`src/sv/rmq_pkg.sv`:
```
// ----------------------------------------------------------------------------
// rmq_pkg
// Shared types and constants for the rotation matrix to quaternion pipeline.
// ----------------------------------------------------------------------------
package rmq_pkg;

  localparam int unsigned Q_W    = 16;  // Q1.14 word
  localparam int unsigned D_W    = 18;  // sum or difference of two words
  localparam int unsigned RAD_W  = 32;  // radicand, arg << 14, padded even
  localparam int unsigned ROOT_W = RAD_W / 2;
  localparam int unsigned REM_W  = ROOT_W + 3;
  localparam int unsigned NUM_W  = 31;  // mag * 16384 + root
  localparam int unsigned DIV_N  = 24;  // quotient bits
  localparam int unsigned DVS_W  = ROOT_W + 1;
  localparam int unsigned LANES  = 4;
  localparam logic signed [18:0] ONE_Q14 = 19'sd16384;

  // quaternion component lanes
  typedef enum logic [1:0] {
    LANE_W = 2'd0,
    LANE_X = 2'd1,
    LANE_Y = 2'd2,
    LANE_Z = 2'd3
  } lane_e;

  typedef logic [8:0][Q_W-1:0]         mat_t;
  typedef logic [LANES-1:0][NUM_W-1:0] num4_t;
  typedef logic [LANES-1:0][DIV_N-1:0] quo4_t;

  // item info carried alongside the square root
  typedef struct packed {
    lane_e                     sel;  // lane that takes the half root
    logic                      bad;
    logic [LANES-1:0][D_W-1:0] d;    // signed numerators per lane
  } side_t;

  // item info carried alongside the divider
  typedef struct packed {
    lane_e             sel;
    logic              bad;
    logic [Q_W-1:0]    hr;   // rounded half root
    logic [LANES-1:0]  neg;
  } dside_t;

endpackage

```
`src/sv/rmq_isqrt.sv`:
```
// ----------------------------------------------------------------------------
// rmq_isqrt
// Pipelined integer square root, one result bit per stage.
// ----------------------------------------------------------------------------
module rmq_isqrt import rmq_pkg::*; (
  input  logic              clk,
  input  logic              rst_n,
  input  logic              en,
  input  logic              in_vld,
  input  logic [RAD_W-1:0]  in_rad,
  input  side_t             in_side,
  output logic              out_vld,
  output logic [ROOT_W-1:0] out_root,
  output side_t             out_side
);

  logic              vld_r  [ROOT_W];
  logic [RAD_W-1:0]  rad_r  [ROOT_W];
  logic [REM_W-1:0]  rem_r  [ROOT_W];
  logic [ROOT_W-1:0] root_r [ROOT_W];
  side_t             side_r [ROOT_W];

  logic              vld_nxt  [ROOT_W];
  logic [RAD_W-1:0]  rad_nxt  [ROOT_W];
  logic [REM_W-1:0]  rem_nxt  [ROOT_W];
  logic [ROOT_W-1:0] root_nxt [ROOT_W];
  side_t             side_nxt [ROOT_W];

  // one digit step per stage
  always_comb begin
    logic [RAD_W-1:0]  rad_i;
    logic [REM_W-1:0]  rem_i, rem2, trial;
    logic [ROOT_W-1:0] root_i;
    logic              ge;
    for (int k = 0; k < ROOT_W; k++) begin
      if (k == 0) begin
        rad_i = in_rad; rem_i = '0; root_i = '0;
        vld_nxt[k] = in_vld; side_nxt[k] = in_side;
      end else begin
        rad_i = rad_r[k-1]; rem_i = rem_r[k-1]; root_i = root_r[k-1];
        vld_nxt[k] = vld_r[k-1]; side_nxt[k] = side_r[k-1];
      end
      rem2  = {rem_i[REM_W-3:0], rad_i[RAD_W-1 -: 2]};
      trial = {1'b0, root_i, 2'b01};
      ge    = rem2 >= trial;
      rem_nxt[k]  = ge ? rem2 - trial : rem2;
      root_nxt[k] = {root_i[ROOT_W-2:0], ge};
      rad_nxt[k]  = {rad_i[RAD_W-3:0], 2'b00};
    end
  end

  always_ff @(posedge clk) begin
    for (int k = 0; k < ROOT_W; k++) begin
      if (!rst_n) begin
        vld_r[k] <= 1'b0;
      end else if (en) begin
        vld_r[k] <= vld_nxt[k];
      end
      if (en) begin
        rad_r[k]  <= rad_nxt[k];
        rem_r[k]  <= rem_nxt[k];
        root_r[k] <= root_nxt[k];
        side_r[k] <= side_nxt[k];
      end
    end
  end

  assign out_vld  = vld_r[ROOT_W-1];
  assign out_root = root_r[ROOT_W-1];
  assign out_side = side_r[ROOT_W-1];

endmodule

```
`config.mk`:
```
export PLATFORM = sky130hd
export DESIGN_NAME = rmq_isqrt
export DESIGN_NICKNAME = d
export VERILOG_FILES = /design/src/sv/rmq_pkg.sv /design/src/sv/rmq_isqrt.sv
export SDC_FILE = /design/constraint.sdc
export NUM_CORES = 1
export LEC_CHECK = 0
export BUFFER_PORTS_ARGS = -buffer_cell sky130_fd_sc_hd__buf_2
export CORE_UTILIZATION = 39
export CTS_CLUSTER_SIZE = 30
export DETAILED_ROUTE_END_ITERATION = 8
export SYNTH_ARGS = -nofsm -noshare
export SYNTH_HDL_FRONTEND = slang
export SYNTH_SLANG_ARGS = --single-unit
```
`constraint.sdc`:
```
create_clock -name clk -period 3.6 [get_ports clk]
set_clock_uncertainty 0.2 [all_clocks]
set_input_delay 0.54 -clock clk [delete_from_list [all_inputs] [get_ports clk]]
set_output_delay 0.54 -clock clk [all_outputs]
set_load 0.02 [all_outputs]
```
# [Word level (Yosys, flattened, before mapping)]
# Memory sizes are Yosys's and may differ from the RTL's.
# Index checks and enable logic that the tools add are counted.
[totals] elab_cells=90 n_memories=5 out_inout_bits=92 inputBits=111 regBits=0 ram_bits=2256
[memory_table] memory="side_r" depth=16 width=75 rd=16 rd_ports_with_merged_regs=0 write_ports=16 line_no="rmq_isqrt.sv:21" source="side_t side_r [ROOT_W];"
[memory_table] memory="rad_r" depth=16 width=30 rd=15 rd_ports_with_merged_regs=0 write_ports=16 line_no="rmq_isqrt.sv:18" source="logic [RAD_W-1:0] rad_r [ROOT_W];"
[memory_table] memory="rem_r" depth=16 width=19 rd=15 rd_ports_with_merged_regs=0 write_ports=16 line_no="rmq_isqrt.sv:19" source="logic [REM_W-1:0] rem_r [ROOT_W];"
[memory_table] memory="root_r" depth=16 width=16 rd=16 rd_ports_with_merged_regs=0 write_ports=16 line_no="rmq_isqrt.sv:20" source="logic [ROOT_W-1:0] root_r [ROOT_W];"
[memory_table] memory="vld_r" depth=16 width=1 rd=16 rd_ports_with_merged_regs=0 write_ports=16 line_no="rmq_isqrt.sv:17" source="logic vld_r [ROOT_W];"
[op_classes] n_bitwise=16 n_addsub=16 mux=37 n_lt_le_gt_ge=16
[op_table] operator="$mux 19" n=16
[op_table] operator="$ge 19x18->1" n=15
[op_table] operator="$sub 19x18->19" n=15
[op_table] operator="$mux 1" n=21
[op_table] operator="$or 1x1->1" n=16
[op_table] operator="$sub 2x1->3 const B" n=1
[op_table] operator="$ge 2x1->1 const B" n=1

# [Depth between registers and ports, before layout]
[depth] word_depth=4 depth_mapped=11

# [Worst setup path after synthesis]
# Ideal clock, no wire load.
[synth_path] path_type="reg-to-reg" start="memory rem_r[1][21] (netlist bit)" end="memory rem_r[1][47] (netlist bit), data pin" t_arrival_ns=2.376 setup_time_ns=0.260 synth_period_minus_slack_ns=2.836 stages_incl_launch_ff=9 slack_ns=0.764 required_ns=3.140 n_path_buf=2 cell_sequence="edfxtp_1 -> ha_1 -> or3_4 -> o21a_2 -> a221o_2 -> a31o_1 -> buf_6 -> buf_12 -> mux2_4"
[synth_lines] element="start, declared" line_no="rmq_isqrt.sv:19"

==> impl_metrics.tcl <==
set metrics [dict create \
    critical_path.max_stage_delay_ps 500 \
    multi_input_area_um2 9484 \
    start_util 0.3944 \
    crit_path_end_kind "register" \
    die_width_um 411.2 \
    fin_crit_sh 0.8886 \
    synth_compound_area_frac 0.04011 \
    grt_remaining_overflow 0 \
    power_leakage_nw 27.64 \
    core-area_um2 165500 \
    grt_pass1_wl_um 146100 \
    cts_max_level 4 \
    layout-drive-gt1-share 0.1548 \
    routed_wl_um 91150 \
    cp_data_required_time_ps 3930 \
    synth.area.top_cells "edfxtp_1 84%, ha_1 2.9%, xnor2_1 1.2%, inv_1 1.1%, mux2_2 0.97%" \
    syn_to_final_growth_pct 17.69 \
    hold_viol 0 \
    vdd_ir_drop_max_v 0.0004570 \
    synthMuxAreaShare 0.01219 \
    cts_made_buffers 185 \
    antenna_cells 0 \
    placed_area_um2 69690 \
    ys_ff_latch 1829 \
    ant_nets 0 \
    cts.sinks 1829 \
    holdWs_ps 174.7 \
    synth.most_common_cell "edfxtp_1" \
    critical-path-top-delay-family "compound AO/OA/AOI/OAI gates" \
    grt_pass1_vias 28972 \
    synth_top_family_by_area "simple AND/OR/NAND/NOR gates" \
    hold_path_class "register to register" \
    syn_area_per_cell_um2 19.33 \
    fin_cells 6252 \
    synthXorXnorAreaFrac 0.02039 \
    antenna_found_initial 0 \
    final_nets 4172 \
    track_usage 0.1068 \
    p_per_area_nw_per_um2 622.7 \
    synth_flop_cell "edfxtp_1" \
    vias 28784 \
    yosys.cell_types.count 86 \
    setup_tns_ps 0 \
    cp-start-kind "register" \
    routed_via_density 4.604 \
    fill_cells 13917 \
    max_freq_mhz 312.6 \
    outcome "complete, no violations" \
    ys_seq_area_frac 0.8410 \
    design_area_um2 76850 \
    worstMarginPinSlew_ps 800.1 \
    setup_viol 0 \
    cts_post_setup_buffers_inserted 0 \
    clk_pin_slew_worst_paths_ps 60 \
    crit_slowest_cell "a31o_1" \
    fin_util 0.4642 \
    placedCellCount 5799 \
    finalWeightedCongestion 0.8674 \
    synth_simple_gate_area_frac 0.04338 \
    rsz0062_at_grt "false" \
    yosys.area.top_type "edfxtp_1" \
    netlist_area_um2 65290 \
    post_cts_resize_count 0 \
    dr.pass1.iters 5 \
    path_class "register to register" \
    synthAdderAreaFrac 0.02913 \
    ios 203 \
    cts_tree "done" \
    async_reset_ff_frac 0 \
    drv_cap 0 \
    grt_start_max_net_pins 135 \
    arrival_ps 3530 \
    hpwl_um 54180 \
    path_max_fanout 17 \
    wire_per_inst_um 14.58 \
    total_power_mw 47.85 \
    drtIter0Drc 1808 \
    route.detailed.drc 0 \
    netlist_instances 3378 \
    yosysWarnings 0 \
    die_area_um2 169100 \
    slew_violations 0 \
    synth-edff-count 1828 \
    synth_nets 3641 \
    io_buffers 202 \
    die_h_um 411.2 \
    num_rows 149 \
    path_buf_inv 1 \
    slew_headroom 0.4666 \
    cts_root_buf "clkbuf_16" \
    yosys-top-cells-count "1828 x edfxtp_1, 190 x inv_1, 152 x ha_1" \
    min_period_ps 3199 \
    clk_latency_ps 800 \
    cts_max_path_buffers 3 \
    fin_ws_ps 400.9 \
    pre_cts_ws_ps 436.8 \
    synth_top_area_frac 0.8407 \
    seq_area_um2 54910 \
    crit_chain "inv_1 > ha_1 > o21ai_0 > a21oi_1 > o21a_2 > a221o_2 > a31o_1 > mux2_4" \
]
## final cells by class
cell class | count | area share
Inverter | 193 | 0.009460
Sequential cell | 1829 | 0.7146
Multi-Input combinational cell | 1323 | 0.1234
Timing Repair Buffer | 377 | 0.03833
Tap cell | 2189 | 0.03564
Clock buffer | 232 | 0.06254
Clock inverter | 109 | 0.01605
## path summary, 6_finish.rpt
| path | start | endpoint | slack, ps | cells past startpoint |
|---|---|---|---|---|
| max | root_r[1][17] | rem_r[1][47] | 400 | 8 |
| min | rad_r[1][117] | rad_r[1][149] | 170 | 0 |
| max reg2reg | root_r[1][17] | rem_r[1][47] | 400 | 8 |
| min reg2reg | rad_r[1][117] | rad_r[1][149] | 170 | 0 |
## cell families (layout without fill, tap and decap cells)
logic type,count (synthesis),count (layout)
flip-flops,1829,1829
AND/OR/NAND/NOR,545,545
AO/OA/AOI/OAI,402,402
buffers and inverters,226,911
adder cells (fa/ha/maj),152,152
XOR/XNOR,152,152
multiplexers,71,71
other,1,1
## report_power, final
group / internal, mW / leakage [nW] / switching [mW]
clock network: 10.6 / 2.89 / 7.98
logic: 1.46 / 6.96 / 1.91
registers: 25.3 / 17.8 / 0.588
total: 37.4 / 27.6 / 10.5
## sequential cells by signal, summed over array words and instances, names as in the netlist
register / cells
side_r: 1200
vld_r: 16
rad_r: 240
rem_r: 237
root_r: 136
## cell usage in the layout, fill, tap and decap left out, types with 67 or more instances in the layout
cell / n
clkbuf_16: 185
nor2_1: 129
buf_2: 201
o21ai_0: 93
dlygate4sd3_1: 112
xnor2_1: 87
edfxtp_1: 1828
a21oi_1: 111
nor3_1: 67
inv_1: 190
ha_1: 152
nand2_1: 99
## worst reg2reg max path, cell delays in order, from the launching register on
cell and delay [ps]:
edfxtp_1 370, inv_1 50, ha_1 350, o21ai_0 250, a21oi_1 130, o21a_2 250
a221o_2 420, a31o_1 500, mux2_4 410
## per-layer routing
metal / vias to the layer above / wire length, um / GRT usage
met3: 204 / 3790 / 0.02668
met4: 0 / 2985 / 0.04890
met1: 13934 / 40430 / 0.1322
li1: 14169 / - / -
met5: - / 0 / 0
met2: 477 / 43950 / 0.1764
## timing repair
| item | in CTS | in global routing |
|---|---|---|
| hold endpoints to repair | 138 | 0 |
| setup endpoints to repair | 0 | 0 |
| hold buffers | 112 | 0 |
(Power assumes the default switching activity.)
