[src/sv/rmq_pkg.sv]
// ----------------------------------------------------------------------------
// rmq_pkg
// Shared types and constants for the rotation matrix to quaternion pipeline.
// ----------------------------------------------------------------------------
package rmq_pkg;

  localparam int unsigned Q_W    = 16;  // Q1.14 word
  localparam int unsigned D_W    = 18;  // sum or difference of two words
  localparam int unsigned RAD_W  = 32;  // radicand, arg << 14, padded even
  localparam int unsigned ROOT_W = RAD_W / 2;
  localparam int unsigned REM_W  = ROOT_W + 3;
  localparam int unsigned NUM_W  = 31;  // mag * 16384 + root
  localparam int unsigned DIV_N  = 24;  // quotient bits
  localparam int unsigned DVS_W  = ROOT_W + 1;
  localparam int unsigned LANES  = 4;
  localparam logic signed [18:0] ONE_Q14 = 19'sd16384;

  // quaternion component lanes
  typedef enum logic [1:0] {
    LANE_W = 2'd0,
    LANE_X = 2'd1,
    LANE_Y = 2'd2,
    LANE_Z = 2'd3
  } lane_e;

  typedef logic [8:0][Q_W-1:0]         mat_t;
  typedef logic [LANES-1:0][NUM_W-1:0] num4_t;
  typedef logic [LANES-1:0][DIV_N-1:0] quo4_t;

  // item info carried alongside the square root
  typedef struct packed {
    lane_e                     sel;  // lane that takes the half root
    logic                      bad;
    logic [LANES-1:0][D_W-1:0] d;    // signed numerators per lane
  } side_t;

  // item info carried alongside the divider
  typedef struct packed {
    lane_e             sel;
    logic              bad;
    logic [Q_W-1:0]    hr;   // rounded half root
    logic [LANES-1:0]  neg;
  } dside_t;

endpackage

[src/sv/rmq_prep.sv]
// ----------------------------------------------------------------------------
// rmq_prep
// Branch selection, square-root argument and numerators, one register stage.
// ----------------------------------------------------------------------------
module rmq_prep import rmq_pkg::*; (
  input  logic             clk,
  input  logic             rst_n,
  input  logic             en,
  input  logic             in_vld,
  input  mat_t             in_mat,
  output logic             out_vld,
  output logic [RAD_W-1:0] out_rad,
  output side_t            out_side
);

  logic             vld_r, vld_nxt;
  logic [RAD_W-1:0] rad_r, rad_nxt;
  side_t            side_r, side_nxt;

  logic signed [Q_W-1:0] m00, m01, m02, m10, m11, m12, m20, m21, m22, mcur;
  logic signed [D_W-1:0] tr;
  logic signed [18:0]    arg;
  logic                  pick1, pick2;

  assign m00 = $signed(in_mat[0]);
  assign m01 = $signed(in_mat[1]);
  assign m02 = $signed(in_mat[2]);
  assign m10 = $signed(in_mat[3]);
  assign m11 = $signed(in_mat[4]);
  assign m12 = $signed(in_mat[5]);
  assign m20 = $signed(in_mat[6]);
  assign m21 = $signed(in_mat[7]);
  assign m22 = $signed(in_mat[8]);

  // trace and largest diagonal, ties keep the lower index
  assign tr    = D_W'(m00) + D_W'(m11) + D_W'(m22);
  assign pick1 = m11 > m00;
  assign mcur  = pick1 ? m11 : m00;
  assign pick2 = m22 > mcur;

  always_comb begin
    side_nxt = '0;
    arg      = '0;
    priority if (tr > 0) begin
      side_nxt.sel     = LANE_W;
      arg              = 19'(tr) + ONE_Q14;
      side_nxt.d[LANE_X] = D_W'(m21) - D_W'(m12);
      side_nxt.d[LANE_Y] = D_W'(m02) - D_W'(m20);
      side_nxt.d[LANE_Z] = D_W'(m10) - D_W'(m01);
    end else if (pick2) begin
      side_nxt.sel     = LANE_Z;
      arg              = 19'(m22) - 19'(m00) - 19'(m11) + ONE_Q14;
      side_nxt.d[LANE_W] = D_W'(m10) - D_W'(m01);
      side_nxt.d[LANE_X] = D_W'(m02) + D_W'(m20);
      side_nxt.d[LANE_Y] = D_W'(m12) + D_W'(m21);
    end else if (pick1) begin
      side_nxt.sel     = LANE_Y;
      arg              = 19'(m11) - 19'(m22) - 19'(m00) + ONE_Q14;
      side_nxt.d[LANE_W] = D_W'(m02) - D_W'(m20);
      side_nxt.d[LANE_Z] = D_W'(m21) + D_W'(m12);
      side_nxt.d[LANE_X] = D_W'(m01) + D_W'(m10);
    end else begin
      side_nxt.sel     = LANE_X;
      arg              = 19'(m00) - 19'(m11) - 19'(m22) + ONE_Q14;
      side_nxt.d[LANE_W] = D_W'(m21) - D_W'(m12);
      side_nxt.d[LANE_Y] = D_W'(m10) + D_W'(m01);
      side_nxt.d[LANE_Z] = D_W'(m20) + D_W'(m02);
    end
    side_nxt.bad = (arg <= 0);
    rad_nxt      = side_nxt.bad ? '0 : {1'b0, arg[16:0], 14'b0};
    vld_nxt      = in_vld;
  end

  always_ff @(posedge clk) begin
    if (!rst_n) begin
      vld_r <= 1'b0;
    end else if (en) begin
      vld_r <= vld_nxt;
    end
    if (en) begin
      rad_r  <= rad_nxt;
      side_r <= side_nxt;
    end
  end

  assign out_vld  = vld_r;
  assign out_rad  = rad_r;
  assign out_side = side_r;

endmodule

[config.mk]
export PLATFORM = sky130hd
export DESIGN_NAME = rmq_prep
export DESIGN_NICKNAME = d
export VERILOG_FILES = /design/src/sv/rmq_pkg.sv /design/src/sv/rmq_prep.sv
export SDC_FILE = /design/constraint.sdc
export NUM_CORES = 1
export LEC_CHECK = 0
export BUFFER_PORTS_ARGS = -buffer_cell sky130_fd_sc_hd__buf_2
export CAP_MARGIN = 20
export CORE_MARGIN = 5
export CORE_UTILIZATION = 54
export DETAILED_ROUTE_END_ITERATION = 7
export PLACE_DENSITY = 0.8
export SYNTH_ARGS = -nofsm -noshare
export SYNTH_HDL_FRONTEND = slang
export SYNTH_SLANG_ARGS = --single-unit
[constraint.sdc]
create_clock -name clk -period 6.9 [get_ports clk]
set_clock_uncertainty 0.2 [all_clocks]
set_input_delay 0.345 -clock clk [delete_from_list [all_inputs] [get_ports clk]]
set_output_delay 0.345 -clock clk [all_outputs]
set_load 0.01 [all_outputs]
# Yosys cells after proc, flatten, opt, wreduce, memory -nomap -nowiden

Cells that the tools add are included.

Multiplexer cells: 13
Magnitude comparators: 4
$add $sub $neg: 18

Operators with widths:

| kind                                                            | number |
|---|---|
| two-way mux 54 bit                                              | 2 |
| subtractor 16 x 16 -> 17 bit                                    | 6 |
| two-way mux 18 bit                                              | 5 |
| adder 18 x 16 -> 19 bit, second input constant                  | 4 |
| adder 16 x 16 -> 17 bit                                         | 4 |
| two-way mux 19 bit                                              | 3 |
| subtractor 17 x 16 -> 18 bit                                    | 3 |
| greater-than comparator 16 bit                                  | 2 |
| less-or-equal comparator 19 x 1 -> 1 bit, second input constant | 1 |
| adder 17 x 16 -> 18 bit                                         | 1 |
| greater-than comparator 18 x 1 -> 1 bit, second input constant  | 1 |
| two-way mux 16 bit                                              | 1 |
| two-way mux 2 bit                                               | 2 |

Input bits: 148
Word-level logic and storage cells: 44
Register bits: 108

# Depth between registers and ports, before layout

Gate-level depths: netlist of run 1.

Depth after elaboration: 7
Gate-level depth with buffers: 28

# Least setup slack after synthesis of run 1

OpenSTA, ideal clock, no wires.

Path kind: input to register
Start: in in_mat[1] (netlist name)
End: reg rad_r[19], in the netlist out_rad[19], data pin
Data arrival time: 6.124 ns
Stages: 26
Path buffers: 7
Setup slack: 0.315 ns
Cell sequence: inv_1 > ha_1 > nor2b_1 > o21ai_0 > a21oi_1 > a311o_1 > or2_2 > clkbuf_1 > nand2_1 > clkbuf_1 > clkbuf_1 > buf_1 > a21oi_1 > ha_1 > nand4_1 > or3_1 > a211o_1 > o211ai_1 > mux2i_1 > clkbuf_1 > clkbuf_1 > a21o_1 > o2111ai_1 > o211ai_1 > buf_2 > a21oi_1

Cells in the longest elaborated chain, start to end: 7
Elaborated cells on any way between the ends: 19
Those cells by class: add/sub: 11; order compare: 4; mux: 4

RTL lines:

| item                                     | RTL line       | text |
|---|---|---|
| from (decl)                              | rmq_prep.sv:10 | `input mat_t in_mat,` |
| subtractor 16 x 16 -> 17 bit             | rmq_prep.sv:64 | `arg = 19'(m00) - 19'(m11) - 19'(m22) + ONE_Q14;` |
| subtractor 17 x 16 -> 18 bit             | rmq_prep.sv:64 |  |
| adder 18 x 16 -> 19 bit                  | rmq_prep.sv:64 |  |
| two-way mux 19 bit                       | rmq_prep.sv:56 | `end else if (pick1) begin` |
| two-way mux 19 bit                       | rmq_prep.sv:50 | `end else if (pick2) begin` |
| two-way mux 19 bit (*)                   | rmq_prep.sv:44 | `priority if (tr > 0) begin` |
| less-or-equal comparator 19 x 1 -> 1 bit | rmq_prep.sv:69 | `side_nxt.bad = (arg <= 0);` |
| to (signal assigned)                     | rmq_prep.sv:81 | `rad_r <= rad_nxt;` |
| to (decl)                                | rmq_prep.sv:17 | `logic [RAD_W-1:0] rad_r, rad_nxt;` |

Mark *: on every way between the ends. The rest lies on a longest branch, timed or not.
A chain may end at the register's enable or synchronous reset.

==> impl_metrics.xml, run 1 <==
<?xml version="1.0" encoding="UTF-8"?>
<metrics>
  <group name="die">
    <metric name="die_x" unit="um">178</metric>
    <metric name="chipHeight" unit="um">178</metric>
    <metric name="num_io_pins" unit="">256</metric>
    <metric name="start_util" unit="">0.550</metric>
    <metric name="core_region_area" unit="um2">27900</metric>
    <metric name="std_cell_rows" unit="">61</metric>
    <metric name="die_area" unit="um2">31800</metric>
  </group>
  <group name="power">
    <metric name="power.share.clock" unit="">0.121</metric>
    <metric name="total_internal_power" unit="mW">2.20</metric>
    <metric name="total_switching_power" unit="mW">2.06</metric>
    <metric name="vdd_drop_max" unit="uV">145</metric>
    <metric name="p_leak" unit="nW">8.01</metric>
    <metric name="comb_power_share" unit="">0.666</metric>
    <metric name="powerDensity" unit="nW/um2">247</metric>
    <metric name="power_frac_seq" unit="">0.213</metric>
    <metric name="p_sw_frac" unit="">0.484</metric>
  </group>
  <group name="synthesis">
    <metric name="yosys-top-cells-area" unit="">ha_1, edfxtp_1, fa_1, a21oi_1, xnor2_1</metric>
    <metric name="synthArstFlopShare" unit="">0</metric>
    <metric name="synth_top_cell_area_share" unit="">0.209</metric>
    <metric name="synth_area_per_cell" unit="um2">8.47</metric>
    <metric name="syn_inst" unit="">1807</metric>
    <metric name="ys.flop_type" unit="">edfxtp_1</metric>
    <metric name="synth_seq_cells" unit="">89</metric>
    <metric name="number_of_flops_mapped_to_enable_cells_by_yosys" unit="">88</metric>
    <metric name="synth_top_area_cell" unit="">ha_1</metric>
    <metric name="yosysWarningCount" unit="">0</metric>
    <metric name="synth_seq_area_share" unit="">0.174</metric>
    <metric name="post_synth_num_cell_types" unit="">80</metric>
    <metric name="synth.cell_area" unit="um2">15300</metric>
  </group>
  <group name="worst_setup_path">
    <metric name="crit_path_top_delay_cell" unit="">o31ai_1</metric>
    <metric name="path_delay_family" unit="">simple AND/OR/NAND/NOR gates</metric>
    <metric name="r2r_slack" unit="ns">6.09</metric>
    <metric name="required" unit="ns">6.80</metric>
    <metric name="timing.critical_path.to_type" unit="">flop</metric>
    <metric name="worst-setup-path-type" unit="">primary input to flop</metric>
    <metric name="critical_path_arrival" unit="ns">6.42</metric>
    <metric name="kind_of_start_point_of_the_critical_path" unit="">primary input</metric>
    <metric name="critPathBufInv" unit="">5</metric>
    <metric name="cpPeakStageDelay" unit="ns">0.68</metric>
    <metric name="startpoint" unit="">in_mat[15]</metric>
    <metric name="r2r-start" unit="">out_vld</metric>
    <metric name="critical_path.cell_chain" unit="">buf_2 &gt; inv_1 &gt; ha_1 &gt; nor4b_2 &gt; nand4_1 &gt; a21oi_2 &gt; a311o_1 &gt; or2_2 &gt; nand2_2 &gt; buf_4 &gt; nor2_1 &gt; a21oi_1 &gt; ha_1 &gt; nand2_1 &gt; or3_1 &gt; o31ai_1 &gt; mux2_2 &gt; buf_4 &gt; nand2_1 &gt; o21ai_0 &gt; o221a_4 &gt; a31oi_4 &gt; buf_12 &gt; and2_1</metric>
    <metric name="cp_max_fo" unit="">18</metric>
  </group>
  <group name="global_route">
    <metric name="met1_usage" unit="">0.428</metric>
    <metric name="initial_antenna_violation_count" unit="">2</metric>
    <metric name="grt_usage" unit="">0.298</metric>
    <metric name="residual_overflow_from_global_routing" unit="">0</metric>
    <metric name="globalRouteMet3Util" unit="">0.0865</metric>
    <metric name="grt_start_max_net_pins" unit="">85</metric>
    <metric name="grt-busiest-layer" unit="">met2</metric>
    <metric name="met2_usage" unit="">0.437</metric>
    <metric name="global_route_wire_length_before_repair" unit="mm">74.3</metric>
    <metric name="grt_pass1_vias" unit="">13600</metric>
  </group>
  <group name="sta">
    <metric name="timing_worst_slew_pin_value" unit="ns">1.12</metric>
    <metric name="slew_violations" unit="">0</metric>
    <metric name="finalCriticalPeriod" unit="ns">6.52</metric>
    <metric name="hold_violation_total_from_the_final_report" unit="">0</metric>
    <metric name="setup_repair_after_global_routing_missed_its_margin" unit="">false</metric>
    <metric name="max-slew-margin-rel" unit="">0.254</metric>
    <metric name="max_clock_freq" unit="GHz">0.153</metric>
    <metric name="layout_worst_path_cycle_share" unit="">0.945</metric>
    <metric name="setup_total_negative_slack" unit="ns">0</metric>
    <metric name="final_critical_path_setup_slack" unit="ns">0.376</metric>
    <metric name="final-setup-viol-count" unit="">0</metric>
  </group>
  <group name="layout">
    <metric name="n_fill_cell" unit="">2491</metric>
    <metric name="final_standard_cell_area_without_fillers" unit="um2">17200</metric>
    <metric name="drive_above_1_share" unit="">0.159</metric>
    <metric name="multiInputGateArea" unit="um2">11700</metric>
    <metric name="area.growth.synth_to_final" unit="%">12.5</metric>
    <metric name="layout.area.seq" unit="um2">2660</metric>
    <metric name="share_of_the_core_filled_with_cells" unit="">0.618</metric>
    <metric name="final_nets" unit="">2489</metric>
  </group>
  <group name="route">
    <metric name="vias_per_cell" unit="">6.05</metric>
    <metric name="routedWlPerCell" unit="um">20.7</metric>
    <metric name="vias" unit="">14500</metric>
    <metric name="dr_drc_count" unit="">0</metric>
    <metric name="detail_route.iter0.violations" unit="">1857</metric>
    <metric name="pre_antenna_drt_iters" unit="">5</metric>
    <metric name="routed_wl" unit="mm">49.6</metric>
    <metric name="ant_nets" unit="">0</metric>
  </group>
  <group name="clock_tree">
    <metric name="worst_skew_pair.late_latency" unit="ns">0.34</metric>
    <metric name="root_buffer" unit="">clkbuf_16</metric>
    <metric name="tritoncts_clock_tree" unit="">done</metric>
    <metric name="ctsLongestPathBuffers" unit="">2</metric>
    <metric name="cts.sinks" unit="">89</metric>
    <metric name="clock_tree.htree_level_count" unit="">3</metric>
    <metric name="cts_hold_repair.buffers" unit="">0</metric>
    <metric name="cts_made_buffers" unit="">9</metric>
    <metric name="cts.reportedPaths.clkPinSlew" unit="ns">0.07</metric>
  </group>
  <group name="hold_path">
    <metric name="min-delay-path-class" unit="">primary input to flop</metric>
    <metric name="min_from" unit="">rst_n</metric>
  </group>
  <group name="placement">
    <metric name="worst_case_setup_slack_after_placement" unit="ns">0.0419</metric>
    <metric name="placed_cell_area" unit="um2">16900</metric>
    <metric name="quantity_of_i_o_buffers_inserted_on_ports" unit="">240</metric>
    <metric name="dp_hpwl" unit="mm">41.3</metric>
    <metric name="gp_congestion" unit="">0.982</metric>
  </group>
  <group name="status">
    <metric name="outcome" unit="">completed</metric>
  </group>
  <group name="flow_run">
    <metric name="timing.max_cap.violations" unit="">0</metric>
  </group>
</metrics>
cells in the mapped netlist, types with 9 or more instances:
library cell	instances
ha_1	256
inv_1	185
a21oi_1	170
nor2_1	157
nand2_1	112
xnor2_1	93
edfxtp_1	88
fa_1	74
o21ai_0	73
clkbuf_1	52
nor3_1	42
nor2b_1	31
xor2_1	31
a211oi_1	30
a21o_1	27
nand3_1	26
a31oi_1	22
o21a_1	21
buf_4	20
a221oi_1	18
nand2b_1	18
o21bai_1	18
o22ai_1	15
or3_1	15
o31ai_1	12
mux2i_1	11
o211ai_1	11
buf_1	10
nand4_1	10
o2111ai_1	10
a2111oi_0	9
a21boi_0	9
mux2_2	9
flip-flops by register name (all words and copies together) (netlist names):
register / count
out_side: 71
out_rad: 17
out_vld: 1
layer usage:
layer / routed length (um) / up-vias
met5: 0 / -
met1: 21100 / 6754
met2: 20500 / 854
li1: - / 6778
met4: 1450 / 0
met3: 6450 / 100
logic make-up (layout without fill, tap and decap cells):
logic type	count (synthesis)	after routing	share of synthesized area
adder cells (fa/ha/maj)	330	330	0.306
AND/OR/NAND/NOR	451	451	0.138
other	1	17	0.000245
XOR/XNOR	124	124	0.0709
buffers and inverters	273	467	0.0727
multiplexers	20	21	0.0138
flip-flops	89	89	0.174
AO/OA/AOI/OAI	519	519	0.225
through the flow:
stage                     instances  hold WS [ns]  power [mW]
after detailed placement       2376         0.334        3.63
final                          2396        0.0388        4.26
after floorplan                1821         0.257        2.72
after global placement         2376         0.290        3.60
after CTS                      2392        0.0354        4.16
after global routing           2396        0.0591        4.52
power by group through the flow:
stage / registers [mW] / logic (mW) / clock network [mW]
6_report: 0.908 / 2.84 / 0.517
2_1_floorplan: 0.946 / 1.77 / 0
3_5_place_dp: 0.911 / 2.72 / 0
3_3_place_gp: 0.914 / 2.69 / 0
4_1_cts: 0.904 / 2.74 / 0.519
5_1_grt: 0.915 / 3.07 / 0.538
placed cells by master, fill, tap and decap left out, types with 27 or more instances in the layout:
master,instances
ha_1,256
buf_2,239
inv_1,185
a21oi_1,169
nor2_1,155
nand2_1,111
xnor2_1,93
edfxtp_1,88
fa_1,74
o21ai_0,73
nor3_1,41
nor2b_1,31
xor2_1,31
a211oi_1,30
a21o_1,27
cell type report:
type                            instances  share of cell area
Antenna cell                            2            0.000291
Clock buffer                           11              0.0147
Tap cell                              378              0.0275
Clock inverter                          5             0.00371
Multi-Input combinational cell       1460               0.677
Timing Repair Buffer                  266              0.0819
Sequential cell                        89               0.155
Inverter                              185              0.0403
what timing repair did:
action,in CTS,in global routing
buffers inserted,0,1
resized for setup,0,2
setup endpoints to repair,0,16
final timing paths:
| check | cells past startpoint | endpoint |
|---|---|---|
| worst max register to register | 2 | out_vld |
| worst max-delay path | 24 | out_side[72] |
| worst min-delay path | 2 | out_vld |
| worst min register to register | 2 | out_vld |
(Power assumes the default switching activity.)
==> inputs of run 2 (changes only) <==
- ABC_AREA: default -> 1
- REMOVE_ABC_BUFFERS: default -> 1
- clock period: 6.9 -> 5.9 ns (I/O delays scaled with it)
==> run 2 against run 1 <==
  * Register-to-register slack got worse by 1.6 ns
  * Critical path type unchanged
  * Final cell count rose by 17%
  * Highest routed layer unchanged
  * Flip-flop and latch count unchanged
  * Hold slack better by 0.18 ns
==> impl_metrics.xml, run 2 <==
<?xml version="1.0" encoding="UTF-8"?>
<metrics>
  <group name="status">
    <metric name="outcome" unit="">completed</metric>
  </group>
  <group name="die">
    <metric name="start_util" unit="">0.544</metric>
    <metric name="core_region_area" unit="um2">29500</metric>
    <metric name="die_x" unit="um">182</metric>
    <metric name="chipHeight" unit="um">182</metric>
    <metric name="die_area" unit="um2">33300</metric>
    <metric name="num_io_pins" unit="">256</metric>
    <metric name="std_cell_rows" unit="">63</metric>
  </group>
  <group name="route">
    <metric name="detail_route.iter0.violations" unit="">1448</metric>
    <metric name="dr_drc_count" unit="">0</metric>
    <metric name="routedWlPerCell" unit="um">18.3</metric>
    <metric name="vias" unit="">15700</metric>
    <metric name="ant_nets" unit="">0</metric>
    <metric name="routed_wl" unit="mm">51.5</metric>
    <metric name="vias_per_cell" unit="">5.57</metric>
    <metric name="pre_antenna_drt_iters" unit="">8</metric>
  </group>
  <group name="sta">
    <metric name="timing_worst_slew_pin_value" unit="ns">0.912</metric>
    <metric name="finalCriticalPeriod" unit="ns">5.43</metric>
    <metric name="setup_repair_after_global_routing_missed_its_margin" unit="">false</metric>
    <metric name="max-slew-margin-rel" unit="">0.392</metric>
    <metric name="layout_worst_path_cycle_share" unit="">0.921</metric>
    <metric name="hold_violation_total_from_the_final_report" unit="">0</metric>
    <metric name="slew_violations" unit="">0</metric>
    <metric name="final-setup-viol-count" unit="">0</metric>
    <metric name="max_clock_freq" unit="GHz">0.184</metric>
  </group>
  <group name="layout">
    <metric name="final_nets" unit="">2898</metric>
    <metric name="most_common_library_cell_in_the_layout_ignoring_fill_and_taps" unit="">nand2_1</metric>
    <metric name="largest_register_ffs" unit="">71</metric>
    <metric name="n_fill_cell" unit="">2792</metric>
    <metric name="drive_above_1_share" unit="">0.134</metric>
    <metric name="area.growth.synth_to_final" unit="%">11.2</metric>
    <metric name="num_antenna_cells" unit="">0</metric>
    <metric name="final_standard_cell_area_without_fillers" unit="um2">17800</metric>
    <metric name="layout.cells.most_common_list" unit="">nand2_1, inv_1, ha_1</metric>
  </group>
  <group name="power">
    <metric name="p_leak" unit="nW">9.61</metric>
    <metric name="totalPowerFinal" unit="mW">5.14</metric>
    <metric name="vdd_drop_max" unit="uV">200</metric>
    <metric name="powerDensity" unit="nW/um2">288</metric>
  </group>
  <group name="global_route">
    <metric name="grt_usage" unit="">0.297</metric>
    <metric name="initial_antenna_violation_count" unit="">0</metric>
    <metric name="grt_pass1_vias" unit="">15000</metric>
    <metric name="global_route_wire_length_before_repair" unit="mm">79.4</metric>
    <metric name="grt_start_max_net_pins" unit="">60</metric>
    <metric name="residual_overflow_from_global_routing" unit="">0</metric>
  </group>
  <group name="synthesis">
    <metric name="yosysWarningCount" unit="">0</metric>
    <metric name="synth_top_cell_area_share" unit="">0.200</metric>
    <metric name="yosys.cell_count.top_type" unit="">nand2_1</metric>
    <metric name="synth.cell_area" unit="um2">16000</metric>
    <metric name="number_of_flops_mapped_to_enable_cells_by_yosys" unit="">88</metric>
    <metric name="synthArstFlopShare" unit="">0</metric>
    <metric name="yosys-top-cells-area" unit="">ha_1, edfxtp_1, nand2_1, fa_1, inv_1</metric>
    <metric name="ys.flop_type" unit="">edfxtp_1</metric>
    <metric name="most_instantiated_cells_after_synthesis" unit="">nand2_1, inv_1, ha_1</metric>
    <metric name="synth_seq_area_share" unit="">0.166</metric>
    <metric name="synth_top_area_cell" unit="">ha_1</metric>
    <metric name="synth_area_per_cell" unit="um2">7.24</metric>
    <metric name="synth_seq_cells" unit="">89</metric>
    <metric name="syn_inst" unit="">2214</metric>
    <metric name="post_synth_num_cell_types" unit="">60</metric>
  </group>
  <group name="flow_run">
    <metric name="timing.max_cap.violations" unit="">0</metric>
  </group>
  <group name="worst_setup_path">
    <metric name="timing.critical_path.to_type" unit="">flop</metric>
    <metric name="cpPeakStageDelay" unit="ns">0.52</metric>
    <metric name="kind_of_start_point_of_the_critical_path" unit="">primary input</metric>
    <metric name="crit_path_top_delay_cell" unit="">nor4_2</metric>
    <metric name="critical_path.cell_chain" unit="">buf_2 &gt; inv_1 &gt; ha_1 &gt; nor2_1 &gt; nand2_1 &gt; nor2_1 &gt; nand2_1 &gt; nand3_1 &gt; nand3_2 &gt; buf_4 &gt; nand2_1 &gt; o21ai_0 &gt; ha_1 &gt; nand2_1 &gt; nor4_2 &gt; nand2_1 &gt; nand3_1 &gt; nand3_2 &gt; buf_4 &gt; a21oi_1 &gt; o21ai_0 &gt; o21ai_2 &gt; buf_4 &gt; nor3_1</metric>
    <metric name="required" unit="ns">5.78</metric>
    <metric name="path_delay_family" unit="">simple AND/OR/NAND/NOR gates</metric>
    <metric name="critPathBufInv" unit="">5</metric>
    <metric name="r2r_slack" unit="ns">4.48</metric>
    <metric name="cp_max_fo" unit="">28</metric>
    <metric name="worst-setup-path-type" unit="">primary input to flop</metric>
    <metric name="critical_path.most_common_cell" unit="">nand2_1</metric>
    <metric name="critical_path_arrival" unit="ns">5.32</metric>
  </group>
  <group name="placement">
    <metric name="dp_hpwl" unit="mm">43.8</metric>
    <metric name="gp_congestion" unit="">0.974</metric>
    <metric name="placed_cell_area" unit="um2">17500</metric>
    <metric name="quantity_of_i_o_buffers_inserted_on_ports" unit="">240</metric>
  </group>
  <group name="clock_tree">
    <metric name="root_buffer" unit="">clkbuf_16</metric>
    <metric name="ctsLongestPathBuffers" unit="">2</metric>
    <metric name="cts.sinks" unit="">89</metric>
    <metric name="cts.reportedPaths.clkPinSlew" unit="ns">0.08</metric>
    <metric name="cts_made_buffers" unit="">9</metric>
    <metric name="tritoncts_clock_tree" unit="">done</metric>
    <metric name="clock_tree.htree_level_count" unit="">3</metric>
    <metric name="worst_skew_pair.late_latency" unit="ns">0.35</metric>
  </group>
  <group name="hold_path">
    <metric name="min-delay-path-class" unit="">primary input to flop</metric>
  </group>
</metrics>
==> run 2: power by group <==
group          internal [mW]  switching (mW)
logic                   1.22            2.29
clock network          0.297           0.276
registers              0.998          0.0595
total                   2.51            2.63
==> run 2: cells by family after synthesis <==
family	count (synthesis)	share of synthesized area
multiplexers	1	0.000624
XOR/XNOR	116	0.0633
flip-flops	89	0.166
adder cells (fa/ha/maj)	330	0.292
buffers and inverters	430	0.110
other	1	0.000234
AND/OR/NAND/NOR	858	0.232
AO/OA/AOI/OAI	389	0.136
==> run 2: timing repair <==
| action | 4_1_cts | 5_1_grt |
|---|---|---|
| setup buffers | 0 | 0 |
| endpoints found under the setup margin | 0 | 6 |
| resized for setup | 0 | 1 |
| hold buffers | 2 | 0 |
| hold endpoints to repair | 1 | 0 |
==> run 2: layer usage <==
| layer | vias up | track usage | share of wire |
|---|---|---|---|
| met2 | 724 | 0.496 | 0.46 |
| met3 | 83 | 0.0405 | 0.085 |
| met4 | 0 | 0.0585 | 0.019 |
| li1 | 7582 | - | - |
| met1 | 7304 | 0.416 | 0.44 |
| met5 | - | 0 | 0 |
==> run 2: final timing paths <==
| kind | endpoint | startpoint | cells after the start |
|---|---|---|---|
| max | out_rad[15] | in_mat[15] | 24 |
| min | out_side[74] | en | 1 |
| max reg2reg | out_vld | out_vld | 3 |
| min reg2reg | out_vld | out_vld | 3 |
==> run 2: final cells by class <==
type | instances | area, um2 | area share
multi-input cells | 1709 | 11700 | 0.655
flip-flops and latches | 89 | 2660 | 0.149
repair buffers | 269 | 1430 | 0.0800
inverters | 342 | 1290 | 0.0723
well taps | 390 | 488 | 0.0274
clock buffers | 9 | 225 | 0.0126
clock inverters | 7 | 70.1 | 0.00393
==> run 2: per-stage QoR <==
step	std cells	TNS, ns	hold WS, ns	util	setup slack (ns)
after floorplan	2140	-25.44	0.188	-	-0.609
after global placement	2797	0	0.316	0.594	0.0178
after detailed placement	2797	-0.112	0.339	0.594	-0.0343
after CTS	2815	0	0.213	0.605	0.309
after global routing	2815	0	0.220	0.605	0.189
final	2815	0	0.223	0.605	0.468
